==> config.mk <==
export PLATFORM = sky130hd
export DESIGN_NAME = seven_segment_number_frame_builder_flat
export DESIGN_NICKNAME = d
export VERILOG_FILES = /design/src/hw/rtl/ssnfb_pkg.sv /design/src/hw/rtl/ssnfb_req_if.sv /design/src/hw/rtl/ssnfb_frame_if.sv /design/src/hw/rtl/ssnfb_cfg_if.sv /design/src/hw/rtl/seven_segment_number_frame_builder.sv /design/src/hw/rtl/ssnfb_div.sv /design/src/flat_wrapper.sv
export SDC_FILE = /design/constraint.sdc
export NUM_CORES = 1
export LEC_CHECK = 0
export BUFFER_PORTS_ARGS = -buffer_cell sky130_fd_sc_hd__buf_2
export CAP_MARGIN = 40
export CORE_ASPECT_RATIO = 1.25
export CORE_MARGIN = 1
export CORE_UTILIZATION = 40
export CTS_BUF_LIST = sky130_fd_sc_hd__clkbuf_8 sky130_fd_sc_hd__clkbuf_16
export DETAILED_ROUTE_END_ITERATION = 10
export PLACE_DENSITY = 0.58
export SLEW_MARGIN = 10
export SYNTH_ARGS = -nofsm -noshare
export SYNTH_HDL_FRONTEND = slang
export SYNTH_HIERARCHICAL = 1
export SYNTH_SLANG_ARGS = --single-unit
==> constraint.sdc <==
create_clock -name clk -period 7.41 [get_ports clk]
set_clock_uncertainty 0.2 [all_clocks]
set_input_delay 0.3705 -clock clk [delete_from_list [all_inputs] [get_ports clk]]
set_output_delay 0.3705 -clock clk [all_outputs]
set_load 0.005 [all_outputs]
==> src/hw/rtl/ssnfb_pkg.sv <==
// Package for the seven-segment number frame builder.
// Widths, command bytes, register indexes, divider structs and the segment table.
// No dependencies.
package ssnfb_pkg;

    localparam int NUM_DIGITS_DEF = 4;

    localparam int NUM_W   = 16;
    localparam int BASE_W  = 5;
    localparam int DOT_W   = 8;
    localparam int CNT_W   = 3;
    localparam int POS_W   = 2;
    localparam int SEG_W   = 7;
    localparam int BYTE_W  = 8;
    localparam int BRT_W   = 3;
    localparam int REM_W   = 5;

    localparam int CFG_IDX_W  = 2;
    localparam int CFG_DATA_W = 3;

    localparam logic [CFG_IDX_W-1:0] REG_BRIGHTNESS = 2'd0;
    localparam logic [CFG_IDX_W-1:0] REG_ENABLE     = 2'd1;

    localparam logic OP_SHOW  = 1'b0;
    localparam logic OP_BLANK = 1'b1;

    localparam logic [BYTE_W-1:0] CMD_DATA_MODE = 8'h40;
    localparam logic [BYTE_W-1:0] CMD_ADDRESS   = 8'hC0;
    localparam logic [BYTE_W-1:0] CMD_CONTROL   = 8'h80;
    localparam logic [BYTE_W-1:0] ADDR_MASK     = 8'h03;
    localparam logic [BYTE_W-1:0] CTRL_MASK     = 8'h0F;

    localparam logic [BASE_W-1:0] BASE_MIN = 5'd2;
    localparam logic [BASE_W-1:0] BASE_MAX = 5'd16;

    typedef struct packed {
        logic              start;
        logic [NUM_W-1:0]  dividend;
        logic [BASE_W-1:0] divisor;
    } div_req_t;

    typedef struct packed {
        logic              done;
        logic [NUM_W-1:0]  quotient;
        logic [REM_W-1:0]  remainder;
    } div_rsp_t;

    // segments g..a, point bit kept apart
    function automatic logic [SEG_W-1:0] seg_of(input logic [3:0] digit);
        logic [SEG_W-1:0] s;
        case (digit)
            4'h0:    s = 7'b0111111;
            4'h1:    s = 7'h06;
            4'h2:    s = 7'h5B;
            4'h3:    s = 7'h4F;
            4'h4:    s = 7'h66;
            4'h5:    s = 7'h6D;
            4'h6:    s = 7'h7D;
            4'h7:    s = 7'h07;
            4'h8:    s = 7'h7F;
            4'h9:    s = 7'h6F;
            4'hA:    s = 7'h77;
            4'hB:    s = 7'h7C;
            4'hC:    s = 7'h39;
            4'hD:    s = 7'h5E;
            4'hE:    s = 7'h79;
            default: s = 7'b1110001;
        endcase
        return s;
    endfunction

endpackage

==> src/hw/rtl/ssnfb_req_if.sv <==
// Request channel: valid/ready plus the display request fields.
// Depends on ssnfb_pkg.
interface ssnfb_req_if
    import ssnfb_pkg::*;
();
    logic              valid;
    logic              ready;
    logic              opcode;
    logic [NUM_W-1:0]  number;
    logic [BASE_W-1:0] base;
    logic [DOT_W-1:0]  dot_mask;
    logic              show_leading_zeros;
    logic [CNT_W-1:0]  digit_count;
    logic [POS_W-1:0]  start_position;

    modport source (output valid, opcode, number, base, dot_mask, show_leading_zeros,
                    digit_count, start_position, input ready);
    modport sink   (input valid, opcode, number, base, dot_mask, show_leading_zeros,
                    digit_count, start_position, output ready);
endinterface

==> src/hw/rtl/ssnfb_frame_if.sv <==
// Frame byte channel: valid/ready plus one bus byte and its framing flags.
// Depends on ssnfb_pkg.
interface ssnfb_frame_if
    import ssnfb_pkg::*;
();
    logic              valid;
    logic              ready;
    logic [BYTE_W-1:0] bus_byte;
    logic              frame_start;
    logic              frame_end;
    logic              last;

    modport source (output valid, bus_byte, frame_start, frame_end, last, input ready);
    modport sink   (input valid, bus_byte, frame_start, frame_end, last, output ready);
endinterface

==> src/hw/rtl/ssnfb_cfg_if.sv <==
// Configuration write channel: valid/ready, register index and write data.
// Depends on ssnfb_pkg.
interface ssnfb_cfg_if
    import ssnfb_pkg::*;
();
    logic                  valid;
    logic                  ready;
    logic [CFG_IDX_W-1:0]  index;
    logic [CFG_DATA_W-1:0] data;

    modport source (output valid, index, data, input ready);
    modport sink   (input valid, index, data, output ready);
endinterface

==> src/hw/rtl/seven_segment_number_frame_builder.sv <==
// Seven-segment number frame builder: takes one display request item at a time and
// emits its command and segment bytes as items on the frame channel. A number
// request costs digit_count passes through one shared 16-bit divider and then
// emits digit_count + 3 bytes at one per cycle while the sink takes them. A
// blank request skips the divider and emits NUM_DIGITS + 3 bytes. The request
// side is ready only between requests; it reopens as soon as the final byte
// sits in the output register.
// Configuration writes are always taken; index 0 is brightness, index 1 display on.
// Depends on ssnfb_pkg, ssnfb_*_if and ssnfb_div.
module seven_segment_number_frame_builder
    import ssnfb_pkg::*;
#(
    parameter int NUM_DIGITS = NUM_DIGITS_DEF
)
(
    input  logic             clk,
    input  logic             rst_n,
    ssnfb_req_if.sink        req,
    ssnfb_frame_if.source    frame,
    ssnfb_cfg_if.sink        cfg
);

    // sequencer states
    localparam logic [1:0] S_IDLE = 2'd0;
    localparam logic [1:0] S_DIV  = 2'd1;
    localparam logic [1:0] S_OUT  = 2'd2;

    // byte phases within one request
    localparam logic [CNT_W-1:0] PH_DATA = 3'd0;
    localparam logic [CNT_W-1:0] PH_ADDR = 3'd1;
    localparam logic [CNT_W-1:0] PH_TAIL = 3'd2;   // control byte sits at count + 2

    localparam logic [CNT_W-1:0] MAX_CNT = CNT_W'(NUM_DIGITS);

    logic [1:0]        state_reg, state_next;
    logic              start_reg, start_next;
    logic [NUM_W-1:0]  num_reg, num_next;
    logic [BASE_W-1:0] base_reg, base_next;
    logic [DOT_W-1:0]  dots_reg, dots_next;
    logic              lz_reg, lz_next;
    logic              first_reg, first_next;
    logic [CNT_W-1:0]  count_reg, count_next;
    logic [CNT_W-1:0]  left_reg, left_next;
    logic [CNT_W-1:0]  ph_reg, ph_next;
    logic [POS_W-1:0]  addr_reg, addr_next;
    logic [SEG_W-1:0]  cells_reg [NUM_DIGITS];
    logic [SEG_W-1:0]  cells_next [NUM_DIGITS];

    logic              out_valid_reg, out_valid_next;
    logic [BYTE_W-1:0] out_byte_reg, out_byte_next;
    logic              out_fs_reg, out_fs_next;
    logic              out_fe_reg, out_fe_next;
    logic              out_last_reg, out_last_next;

    logic [BRT_W-1:0]  bright_reg;
    logic              enable_reg;

    div_req_t          div_req;
    div_rsp_t          div_rsp;

    logic              out_load;
    logic [CNT_W-1:0]  ph_last;
    logic              blank_dig;
    logic [BASE_W-1:0] base_clamp;
    logic [CNT_W-1:0]  count_clamp;

    ssnfb_div u_div
    (
        .clk   (clk),
        .rst_n (rst_n),
        .req   (div_req),
        .rsp   (div_rsp)
    );

    assign div_req.start    = start_reg;
    assign div_req.dividend = num_reg;
    assign div_req.divisor  = base_reg;

    assign req.ready = (state_reg == S_IDLE);
    assign cfg.ready = 1'b1;

    assign out_load = (state_reg == S_OUT) && (!out_valid_reg || frame.ready);
    assign ph_last  = count_reg + PH_TAIL;

    // leading-zero blanking; the first digit is never blanked so a lone zero shows
    assign blank_dig = (div_rsp.remainder == '0) && (num_reg == '0) && !lz_reg && !first_reg;

    always_comb
    begin
        base_clamp = req.base;
        if (req.base < BASE_MIN)
            base_clamp = BASE_MIN;
        else if (req.base > BASE_MAX)
            base_clamp = BASE_MAX;
        count_clamp = req.digit_count;
        if (req.digit_count == '0)
            count_clamp = 3'd1;
        else if (req.digit_count > MAX_CNT)
            count_clamp = MAX_CNT;
    end

    always_comb
    begin
        state_next = state_reg;
        start_next = 1'b0;
        num_next   = num_reg;
        base_next  = base_reg;
        dots_next  = dots_reg;
        lz_next    = lz_reg;
        first_next = first_reg;
        count_next = count_reg;
        left_next  = left_reg;
        ph_next    = ph_reg;
        addr_next  = addr_reg;
        for (int i = 0; i < NUM_DIGITS; i++)
            cells_next[i] = cells_reg[i];

        out_valid_next = (frame.ready) ? 1'b0 : out_valid_reg;
        out_byte_next  = out_byte_reg;
        out_fs_next    = out_fs_reg;
        out_fe_next    = out_fe_reg;
        out_last_next  = out_last_reg;

        case (state_reg)
            S_IDLE:
            begin
                if (req.valid)
                begin
                    ph_next = PH_DATA;
                    if (req.opcode == OP_BLANK)
                    begin
                        count_next = MAX_CNT;
                        addr_next  = '0;
                        dots_next  = '0;
                        for (int i = 0; i < NUM_DIGITS; i++)
                            cells_next[i] = '0;
                        state_next = S_OUT;
                    end
                    else
                    begin
                        num_next   = req.number;
                        base_next  = base_clamp;
                        dots_next  = req.dot_mask;
                        lz_next    = req.show_leading_zeros;
                        count_next = count_clamp;
                        left_next  = count_clamp;
                        addr_next  = req.start_position;
                        first_next = 1'b1;
                        start_next = 1'b1;
                        state_next = S_DIV;
                    end
                end
            end

            S_DIV:
            begin
                if (div_rsp.done)
                begin
                    // digits arrive least significant first; push in at cell 0
                    for (int i = NUM_DIGITS - 1; i > 0; i--)
                        cells_next[i] = cells_reg[i-1];
                    cells_next[0] = blank_dig ? '0 : seg_of(div_rsp.remainder[3:0]);
                    num_next   = div_rsp.quotient;
                    first_next = 1'b0;
                    left_next  = left_reg - 1'b1;
                    if (left_reg == 3'd1)
                        state_next = S_OUT;
                    else
                        start_next = 1'b1;
                end
            end

            S_OUT:
            begin
                if (out_load)
                begin
                    out_valid_next = 1'b1;
                    ph_next        = ph_reg + 1'b1;
                    out_last_next  = 1'b0;
                    if (ph_reg == PH_DATA)
                    begin
                        out_byte_next = CMD_DATA_MODE;
                        out_fs_next   = 1'b1;
                        out_fe_next   = 1'b1;
                    end
                    else if (ph_reg == PH_ADDR)
                    begin
                        out_byte_next = CMD_ADDRESS | (ADDR_MASK & {6'd0, addr_reg});
                        out_fs_next   = 1'b1;
                        out_fe_next   = 1'b0;
                    end
                    else if (ph_reg == ph_last)
                    begin
                        out_byte_next = CMD_CONTROL | (CTRL_MASK & {4'd0, enable_reg, bright_reg});
                        out_fs_next   = 1'b1;
                        out_fe_next   = 1'b1;
                        out_last_next = 1'b1;
                        state_next    = S_IDLE;
                    end
                    else
                    begin
                        // cell bytes go out from cell 0; the dot of cell i is mask bit 7-i
                        out_byte_next = {dots_reg[DOT_W-1], cells_reg[0]};
                        out_fs_next   = 1'b0;
                        out_fe_next   = (ph_reg == ph_last - 1'b1);
                        dots_next     = {dots_reg[DOT_W-2:0], 1'b0};
                        for (int i = 0; i < NUM_DIGITS - 1; i++)
                            cells_next[i] = cells_reg[i+1];
                        cells_next[NUM_DIGITS-1] = '0;
                    end
                end
            end

            default:
            begin
                state_next = S_IDLE;
            end
        endcase
    end

    always_ff @(posedge clk or negedge rst_n)
    begin
        if (!rst_n)
        begin
            state_reg     <= S_IDLE;
            start_reg     <= 1'b0;
            out_valid_reg <= 1'b0;
            bright_reg    <= 3'd7;
            enable_reg    <= 1'b0;
        end
        else
        begin
            state_reg     <= state_next;
            start_reg     <= start_next;
            out_valid_reg <= out_valid_next;
            if (cfg.valid && cfg.index == REG_BRIGHTNESS)
                bright_reg <= cfg.data[BRT_W-1:0];
            if (cfg.valid && cfg.index == REG_ENABLE)
                enable_reg <= cfg.data[0];
        end
    end

    always_ff @(posedge clk)
    begin
        num_reg      <= num_next;
        base_reg     <= base_next;
        dots_reg     <= dots_next;
        lz_reg       <= lz_next;
        first_reg    <= first_next;
        count_reg    <= count_next;
        left_reg     <= left_next;
        ph_reg       <= ph_next;
        addr_reg     <= addr_next;
        for (int i = 0; i < NUM_DIGITS; i++)
            cells_reg[i] <= cells_next[i];
        out_byte_reg <= out_byte_next;
        out_fs_reg   <= out_fs_next;
        out_fe_reg   <= out_fe_next;
        out_last_reg <= out_last_next;
    end

    assign frame.valid       = out_valid_reg;
    assign frame.bus_byte    = out_byte_reg;
    assign frame.frame_start = out_fs_reg;
    assign frame.frame_end   = out_fe_reg;
    assign frame.last        = out_last_reg;

endmodule

==> src/hw/rtl/ssnfb_div.sv <==
// Iterative restoring divider, one quotient bit per cycle.
// Depends on ssnfb_pkg (div_req_t, div_rsp_t).
module ssnfb_div
    import ssnfb_pkg::*;
(
    input  logic     clk,
    input  logic     rst_n,
    input  div_req_t req,
    output div_rsp_t rsp
);

    localparam int STEP_W = $clog2(NUM_W);

    logic              busy_reg, busy_next;
    logic              done_reg, done_next;
    logic [STEP_W-1:0] step_reg, step_next;
    logic [NUM_W-1:0]  quo_reg, quo_next;
    logic [REM_W-1:0]  rem_reg, rem_next;
    logic [BASE_W-1:0] dvs_reg, dvs_next;
    logic [REM_W:0]    trial;
    logic              fits;

    assign trial = {rem_reg, quo_reg[NUM_W-1]};
    assign fits  = (trial >= {1'b0, dvs_reg});

    always_comb
    begin
        busy_next = busy_reg;
        done_next = 1'b0;
        step_next = step_reg;
        quo_next  = quo_reg;
        rem_next  = rem_reg;
        dvs_next  = dvs_reg;
        if (busy_reg)
        begin
            quo_next  = {quo_reg[NUM_W-2:0], fits};
            rem_next  = fits ? REM_W'(trial - {1'b0, dvs_reg}) : trial[REM_W-1:0];
            step_next = step_reg + 1'b1;
            if (step_reg == STEP_W'(NUM_W - 1))
            begin
                busy_next = 1'b0;
                done_next = 1'b1;
            end
        end
        else if (req.start)
        begin
            busy_next = 1'b1;
            step_next = '0;
            quo_next  = req.dividend;
            rem_next  = '0;
            dvs_next  = req.divisor;
        end
    end

    always_ff @(posedge clk or negedge rst_n)
    begin
        if (!rst_n)
        begin
            busy_reg <= 1'b0;
            done_reg <= 1'b0;
            step_reg <= '0;
        end
        else
        begin
            busy_reg <= busy_next;
            done_reg <= done_next;
            step_reg <= step_next;
        end
    end

    always_ff @(posedge clk)
    begin
        quo_reg <= quo_next;
        rem_reg <= rem_next;
        dvs_reg <= dvs_next;
    end

    assign rsp.done      = done_reg;
    assign rsp.quotient  = quo_reg;
    assign rsp.remainder = rem_reg;

endmodule

==> src/flat_wrapper.sv <==
// flat-port wrapper written by rule: the top's interface ports become plain ports
module seven_segment_number_frame_builder_flat import ssnfb_pkg::*;
#(
    parameter int NUM_DIGITS = NUM_DIGITS_DEF
)
  (clk, rst_n, req_valid, req_opcode, req_number, req_base, req_dot_mask, req_show_leading_zeros, req_digit_count, req_start_position, req_ready, frame_valid, frame_bus_byte, frame_frame_start, frame_frame_end, frame_last, frame_ready, cfg_valid, cfg_index, cfg_data, cfg_ready);
  ssnfb_req_if req_i ();
  ssnfb_frame_if frame_i ();
  ssnfb_cfg_if cfg_i ();
  input  logic clk;
  input  logic rst_n;
  input wire logic [$bits(req_i.valid)-1:0] req_valid;
  input wire logic [$bits(req_i.opcode)-1:0] req_opcode;
  input wire logic [$bits(req_i.number)-1:0] req_number;
  input wire logic [$bits(req_i.base)-1:0] req_base;
  input wire logic [$bits(req_i.dot_mask)-1:0] req_dot_mask;
  input wire logic [$bits(req_i.show_leading_zeros)-1:0] req_show_leading_zeros;
  input wire logic [$bits(req_i.digit_count)-1:0] req_digit_count;
  input wire logic [$bits(req_i.start_position)-1:0] req_start_position;
  output wire logic [$bits(req_i.ready)-1:0] req_ready;
  output wire logic [$bits(frame_i.valid)-1:0] frame_valid;
  output wire logic [$bits(frame_i.bus_byte)-1:0] frame_bus_byte;
  output wire logic [$bits(frame_i.frame_start)-1:0] frame_frame_start;
  output wire logic [$bits(frame_i.frame_end)-1:0] frame_frame_end;
  output wire logic [$bits(frame_i.last)-1:0] frame_last;
  input wire logic [$bits(frame_i.ready)-1:0] frame_ready;
  input wire logic [$bits(cfg_i.valid)-1:0] cfg_valid;
  input wire logic [$bits(cfg_i.index)-1:0] cfg_index;
  input wire logic [$bits(cfg_i.data)-1:0] cfg_data;
  output wire logic [$bits(cfg_i.ready)-1:0] cfg_ready;
  assign req_i.valid = req_valid;
  assign req_i.opcode = req_opcode;
  assign req_i.number = req_number;
  assign req_i.base = req_base;
  assign req_i.dot_mask = req_dot_mask;
  assign req_i.show_leading_zeros = req_show_leading_zeros;
  assign req_i.digit_count = req_digit_count;
  assign req_i.start_position = req_start_position;
  assign req_ready = req_i.ready;
  assign frame_valid = frame_i.valid;
  assign frame_bus_byte = frame_i.bus_byte;
  assign frame_frame_start = frame_i.frame_start;
  assign frame_frame_end = frame_i.frame_end;
  assign frame_last = frame_i.last;
  assign frame_i.ready = frame_ready;
  assign cfg_i.valid = cfg_valid;
  assign cfg_i.index = cfg_index;
  assign cfg_i.data = cfg_data;
  assign cfg_ready = cfg_i.ready;
  seven_segment_number_frame_builder #(.NUM_DIGITS(NUM_DIGITS)) u_core (.clk(clk), .rst_n(rst_n), .req(req_i), .frame(frame_i), .cfg(cfg_i));
endmodule
* Word-level counts from Yosys, hierarchy flattened
Memories as Yosys holds them, arrays and structs flattened. A register that Yosys moved wholly into a read port is not among the register bits.
Index checks and enable logic that the tools add are counted.
** Word-level totals
- Output and inout bits :: 14
- Input port bits :: 46
- Memories :: 2
- RAM bits :: 28
- Word-level logic and storage cells :: 157
- ROM bits :: 112
- Bits in registers :: 93
** Operators by class
- Bitwise gates (word level) :: 2
- Order comparisons :: 4
- Multiplexer cells :: 69
- Equal/unequal tests :: 17
- Add/sub/neg operators :: 6
- Reduce and logical (&&, ||, !) cells :: 30
** Memory list
- (name not given) :: words 16, bits a word 7, read ports 1, clocked after memory_dff 1, wr ports 0, RTL line ssnfb_pkg.sv:51 : case (digit)
- u_core.cells_reg :: words 4, bits a word 7, read ports 4, clocked after memory_dff 0, wr ports 4, RTL line seven_segment_number_frame_builder.sv:46 : logic [SEG_W-1:0] cells_reg [NUM_DIGITS];
** Operators by type and width (number)
- 2-to-1 mux 28 bit :: 7
- case mux 28 bit (3 select lines) :: 1
- 2-to-1 mux 16 bit :: 5
- 2-to-1 mux 8 bit :: 8
- case mux 16 bit (2 select lines) :: 1
- 2-to-1 mux 3 bit :: 7
- 2-to-1 mux 5 bit :: 4
- 2-to-1 mux 1 bit :: 18
- zero test 16 bit :: 1
- 2-to-1 mux 2 bit :: 8
- case mux 8 bit (2 select lines) :: 1
- != test 2 bit (second input constant) :: 7
- 2-to-1 mux 4 bit :: 3
- case mux 3 bit (2 select lines) :: 2
- 2-to-1 mux 7 bit :: 1
- AND reduction 7 bit :: 1
- == test 3 x 1 -> 1 bit (second input constant) :: 2
- == test 3 bit :: 2
- >= comparator 6 x 5 -> 1 bit :: 1
- logical AND 1 bit :: 6
- zero test 3 bit :: 2
- case mux 2 bit (3 select lines) :: 1
- AND reduction 2 bit :: 3
- AND reduction 3 bit :: 2
- other kinds (23) :: 34

* Logic depth before layout (Yosys ltp)
- Depth in word-level cells :: 7
- Mapped depth :: 8
- Mapped depth without buffers :: 8

* Hierarchy
The synthesis kept the hierarchy.
** Modules (own cells, without submodules)
- seven_segment_number_frame_builder :: seq. area each 2636.3 sq um, instances 1, area each 4340.4 sq um, cells each 338
- ssnfb_div :: seq. area each 930.9 sq um, instances 1, area each 1530.2 sq um, cells each 111

* Least setup slack after synthesis
OpenSTA, ideal clock, no wires.
- Path kind :: register to register
- Start :: register u_core.state_reg[1]
- End :: register u_core.first_reg, enable pin
- Clock period less this slack :: 3.243 ns
- Data required time :: 6.782 ns
- Path buffers :: 2
- Cell stages (with the launch flop) :: 7
- Arrival :: 2.616 ns
- Setup slack :: 4.167 ns
- Setup time :: 0.428 ns
- Path through :: dfrtp_1 -> inv_1 -> ha_1 -> clkbuf_1 -> clkbuf_1 -> nand2_1 -> a21boi_0
** Between the ends
- Longest elaborated chain between the ends :: 3
- Elaborated cells between the ends (all ways) :: 7
- Those cells by class :: eq/ne (4); reduce/logical (3)
** RTL lines
- start: declaration :: RTL line seven_segment_number_frame_builder.sv:35 : logic [1:0] state_reg, state_next;
- start signal: assignment :: RTL line seven_segment_number_frame_builder.sv:233 : state_reg <= state_next;
- == test 2 x 1 -> 1 bit / zero test 2 bit (equally long branches) :: RTL line seven_segment_number_frame_builder.sv:124 : case (state_reg)
- != test 2 bit (no line) / nonzero test 2 bit (equally long branches)
- AND reduction 4 bit (no line) *
- end signal: assignment :: RTL line seven_segment_number_frame_builder.sv:249 : first_reg <= first_next;
- end: declaration :: RTL line seven_segment_number_frame_builder.sv:41 : logic first_reg, first_next;
Every way passes the cells marked *; elsewhere a longest branch is shown, timed or not.
A chain may end at the register's enable or synchronous reset.

* Final worst setup path
- Start :: register u_core.state_reg[0]
- End :: register u_core.dots_reg[0], enable pin
** Between the ends
- Longest elaborated chain between the ends :: 4
- Elaborated cells between the ends (all ways) :: 10
- Those cells by class :: eq/ne (6); reduce/logical (4)
** RTL lines
- == test 2 bit :: RTL line seven_segment_number_frame_builder.sv:82, seven_segment_number_frame_builder.sv:124
- logical AND 1 bit :: RTL line seven_segment_number_frame_builder.sv:82 : assign out_load = (state_reg == S_OUT) && (!out_valid_reg || frame.ready);
- != test 2 x 1 -> 1 bit (no line)
- AND reduction 6 bit (no line) *
- end signal: assignment :: RTL line seven_segment_number_frame_builder.sv:247 : dots_reg <= dots_next;
- end: declaration :: RTL line seven_segment_number_frame_builder.sv:39 : logic [DOT_W-1:0] dots_reg, dots_next;
Marks and branches as above.

==> metrics.txt <==
CP startpoint u_core/state_reg[0]; CTS Sinks 121; Syn Area/Cell 13.1 um2; Root Driver clkbuf_16; io pins 60; drt pass-1 iters 4; Largest register FFs 28; DRC viols 0; layout cell share with drive strength beyond 1 about a quarter; Startpoint Class register; CTS buffer count 17; power consumption 1.95 mW; clock tree buffer depth 2; Tmin final 2.74 ns; setup TNS 0 ns; Slew Viols, Final 0; Pwr per Cell Area 280 mW/mm2; Slew HR a little under half; EDFF count, synth 107; Net Sw Frac 25.0%; Critical Path, Cell by Cell inv_1 > ha_1 > and2_1 > a21oi_1 > nor2_1 > a21boi_1; reg2reg setup slack 4.67 ns; MaxCap Viol Count 0; Worst EP arrival between 2 and 3 ns; CTS tree built; Syn Inst Count 449; starting density of the core 40.9%; P_int 1.47 mW; Die Height around 140 um; final core utilization 48.7%; Hold WC Path Type in2reg; Post-Syn Area 0.00587 mm2; Die Width 110 um; largest net degree at the start of global routing 39; vias in the first global route 3649; register area share after synthesis 60.8%; synth-to-layout area growth 19.0%; PortBufs between 50 and 60; placed wire-length estimate around 7700 um; Die ar. 0.0152 mm2; Switch Pwr ~0.49 mW; clock network power share 40.0%; Seq pwr share between 40 and 50%; RSZ-0062 raised after global routing false; diodes inserted 0; Worst IR Drop VDD 150 uV; multi-input logic area between 0.002 and 0.0025 mm2; Crit path buffers/inverters 1; Mapped Nets 518; Finish-stage setup viols 0; Routability Congestion 0.813; DRT antenna net count 0; H-Tree Depth 4; CTS Hold Buffers Added 6; register bit count reported by yosys 121; crit-path max cell delay 0.70 ns; CTS resizes 0; Via density roughly 5; slew at the pin closest to its max-slew limit 0.793 ns; Synth area leaders edfxtp_1 55%, mux2_2 6.7%, dfrtp_1 4.7%; fraction of registers with async set/reset a little under an eighth; final WL 11000 um; count of cell types in the netlist 59; CP max FO 12; Synth warnings 6; Skew-Pair Late Insertion Delay 0.42 ns; critical path class reg2reg; Yosys top cell area share 54.7%; largest delay contributor family on the critical path compound AO/OA/AOI/OAI gates; WL/cell 15.6 um; first-pass GRT wire length around 18000 um; row count 49; CP endpoint u_core/dots_reg[0]; Max Fclk around 0.36 GHz; initial antenna violation count 0; Post-CTS Setup Repair Bufs 0; Synth Flop Type edfxtp_1; Core Box Area 0.0143 mm2; Register Area 0.00357 mm2; worst hold start req_dot_mask[0]; Critical R2R Capture u_core/dots_reg[0]; Total GRT Usage about 16%; Clock transition at path regs 0.05 ns; vias around 3600; CP Depth 6; CP required 7.25 ns; RR Startpoint u_core/state_reg[0]; gr ovfl total 0; Fillers about 1300; outcome finished clean; Iteration-0 DRC Markers 146; final hold viol count 0; CP endpoint kind register; Nets 587; dominant cell type by area after synthesis edfxtp_1; Comb pwr share 15.9%; period utilization 37.0%; critical path's slowest cell a21boi_1; R2R depth 6; leak pwr 2.74 nW
stage by stage:
stage               std cells  setup WS [ns]  instance area (um2)  hold WS [ns]
floorplan                 449           4.17                 5870        -0.125
CTS                       709           4.61                 6980        0.0237
global placement          670           4.82                 6330        0.0933
finish                    709           4.67                 6980        0.0428
detailed placement        671           4.65                 6360         0.106
global route              709           4.41                 6980        0.0356
worst min-delay path by stage:
stage / to / slack (ns) / depth (start not counted)
after global routing: u_core/addr_reg[0] / 0.04 / 2
after detailed placement: u_core/frame.valid / 0.11 / 1
after global placement: u_core/enable_reg / 0.09 / 1
after CTS: u_core/dots_reg[0] / 0.02 / 2
after floorplan: u_core/enable_reg / -0.13 / 0
final: u_core/dots_reg[0] / 0.04 / 2
cell usage after synthesis (all sizes together) (2+ instances only):
| cell type | instances |
|---|---|
| and2 | 13 |
| nand2 | 30 |
| a22oi | 14 |
| nor2b | 25 |
| nor3b | 2 |
| nor4 | 4 |
| mux2 | 35 |
| nor2 | 28 |
| a21oi | 7 |
| o31ai | 2 |
| edfxtp | 107 |
| or3 | 4 |
| o21ai | 17 |
| a22o | 7 |
| ha | 22 |
| mux2i | 12 |
| a41o | 3 |
| nand2b | 6 |
| a21boi | 6 |
| buf | 6 |
| or2 | 2 |
| dfstp | 3 |
| inv | 26 |
| nor3 | 6 |
| and3 | 2 |
| dfrtp | 11 |
| a211oi | 3 |
| nand3 | 4 |
| a31oi | 2 |
| clkbuf | 14 |
| xnor2 | 8 |
cells in the final DEF (no fill, tap or decap), types with 8 or more instances in the layout:
cell type	netlist	layout
clkbuf_16	0	17
mux2i_1	12	12
ha_1	22	22
o21ai_0	14	14
nor2b_1	25	25
buf_2	3	58
nand2_1	29	29
xnor2_1	8	8
dfrtp_1	11	11
mux2_2	35	35
edfxtp_1	107	107
inv_1	26	29
nor2_1	28	28
and2_1	13	13
a22oi_1	14	14
power by group through the flow:
stage / Combinational (mW) / Sequential [mW] / Clock [mW]
floorplan: 0.254 / 0.850 / 0
global placement: 0.298 / 0.873 / 0
detailed placement: 0.307 / 0.875 / 0
CTS: 0.313 / 0.862 / 0.800
global route: 0.352 / 0.869 / 0.829
finish: 0.312 / 0.861 / 0.781
final cells by class:
| class | instances | area share (%) |
|---|---|---|
| clock buffers | 17 | 6.09 |
| clock inverters | 15 | 1.99 |
| inverters | 26 | 1.40 |
| multi-input cells | 282 | 30.3 |
| flip-flops and latches | 121 | 51.1 |
| well taps | 178 | 3.19 |
| repair buffers | 70 | 5.95 |
logic make-up after synthesis:
kind of cell | synth area share, %
compound gates | 8.61
mux | 9.14
buf+inv | 3.43
fa+ha+maj | 5.03
simple gates | 11.6
other cells | 0.0639
xor+xnor | 1.34
flops | 60.8
routing by layer:
| metal | up-vias | part of all wire (%) | GRT usage (%) |
|---|---|---|---|
| met3 | 11 | 3.0 | 3.83 |
| li1 | 1772 | - | - |
| met1 | 1749 | 43 | 19.1 |
| met5 | - | 0 | 0 |
| met2 | 73 | 52 | 26.8 |
| met4 | 0 | 1.6 | 8.19 |
Note: power is estimated with default switching activity, not from simulation.
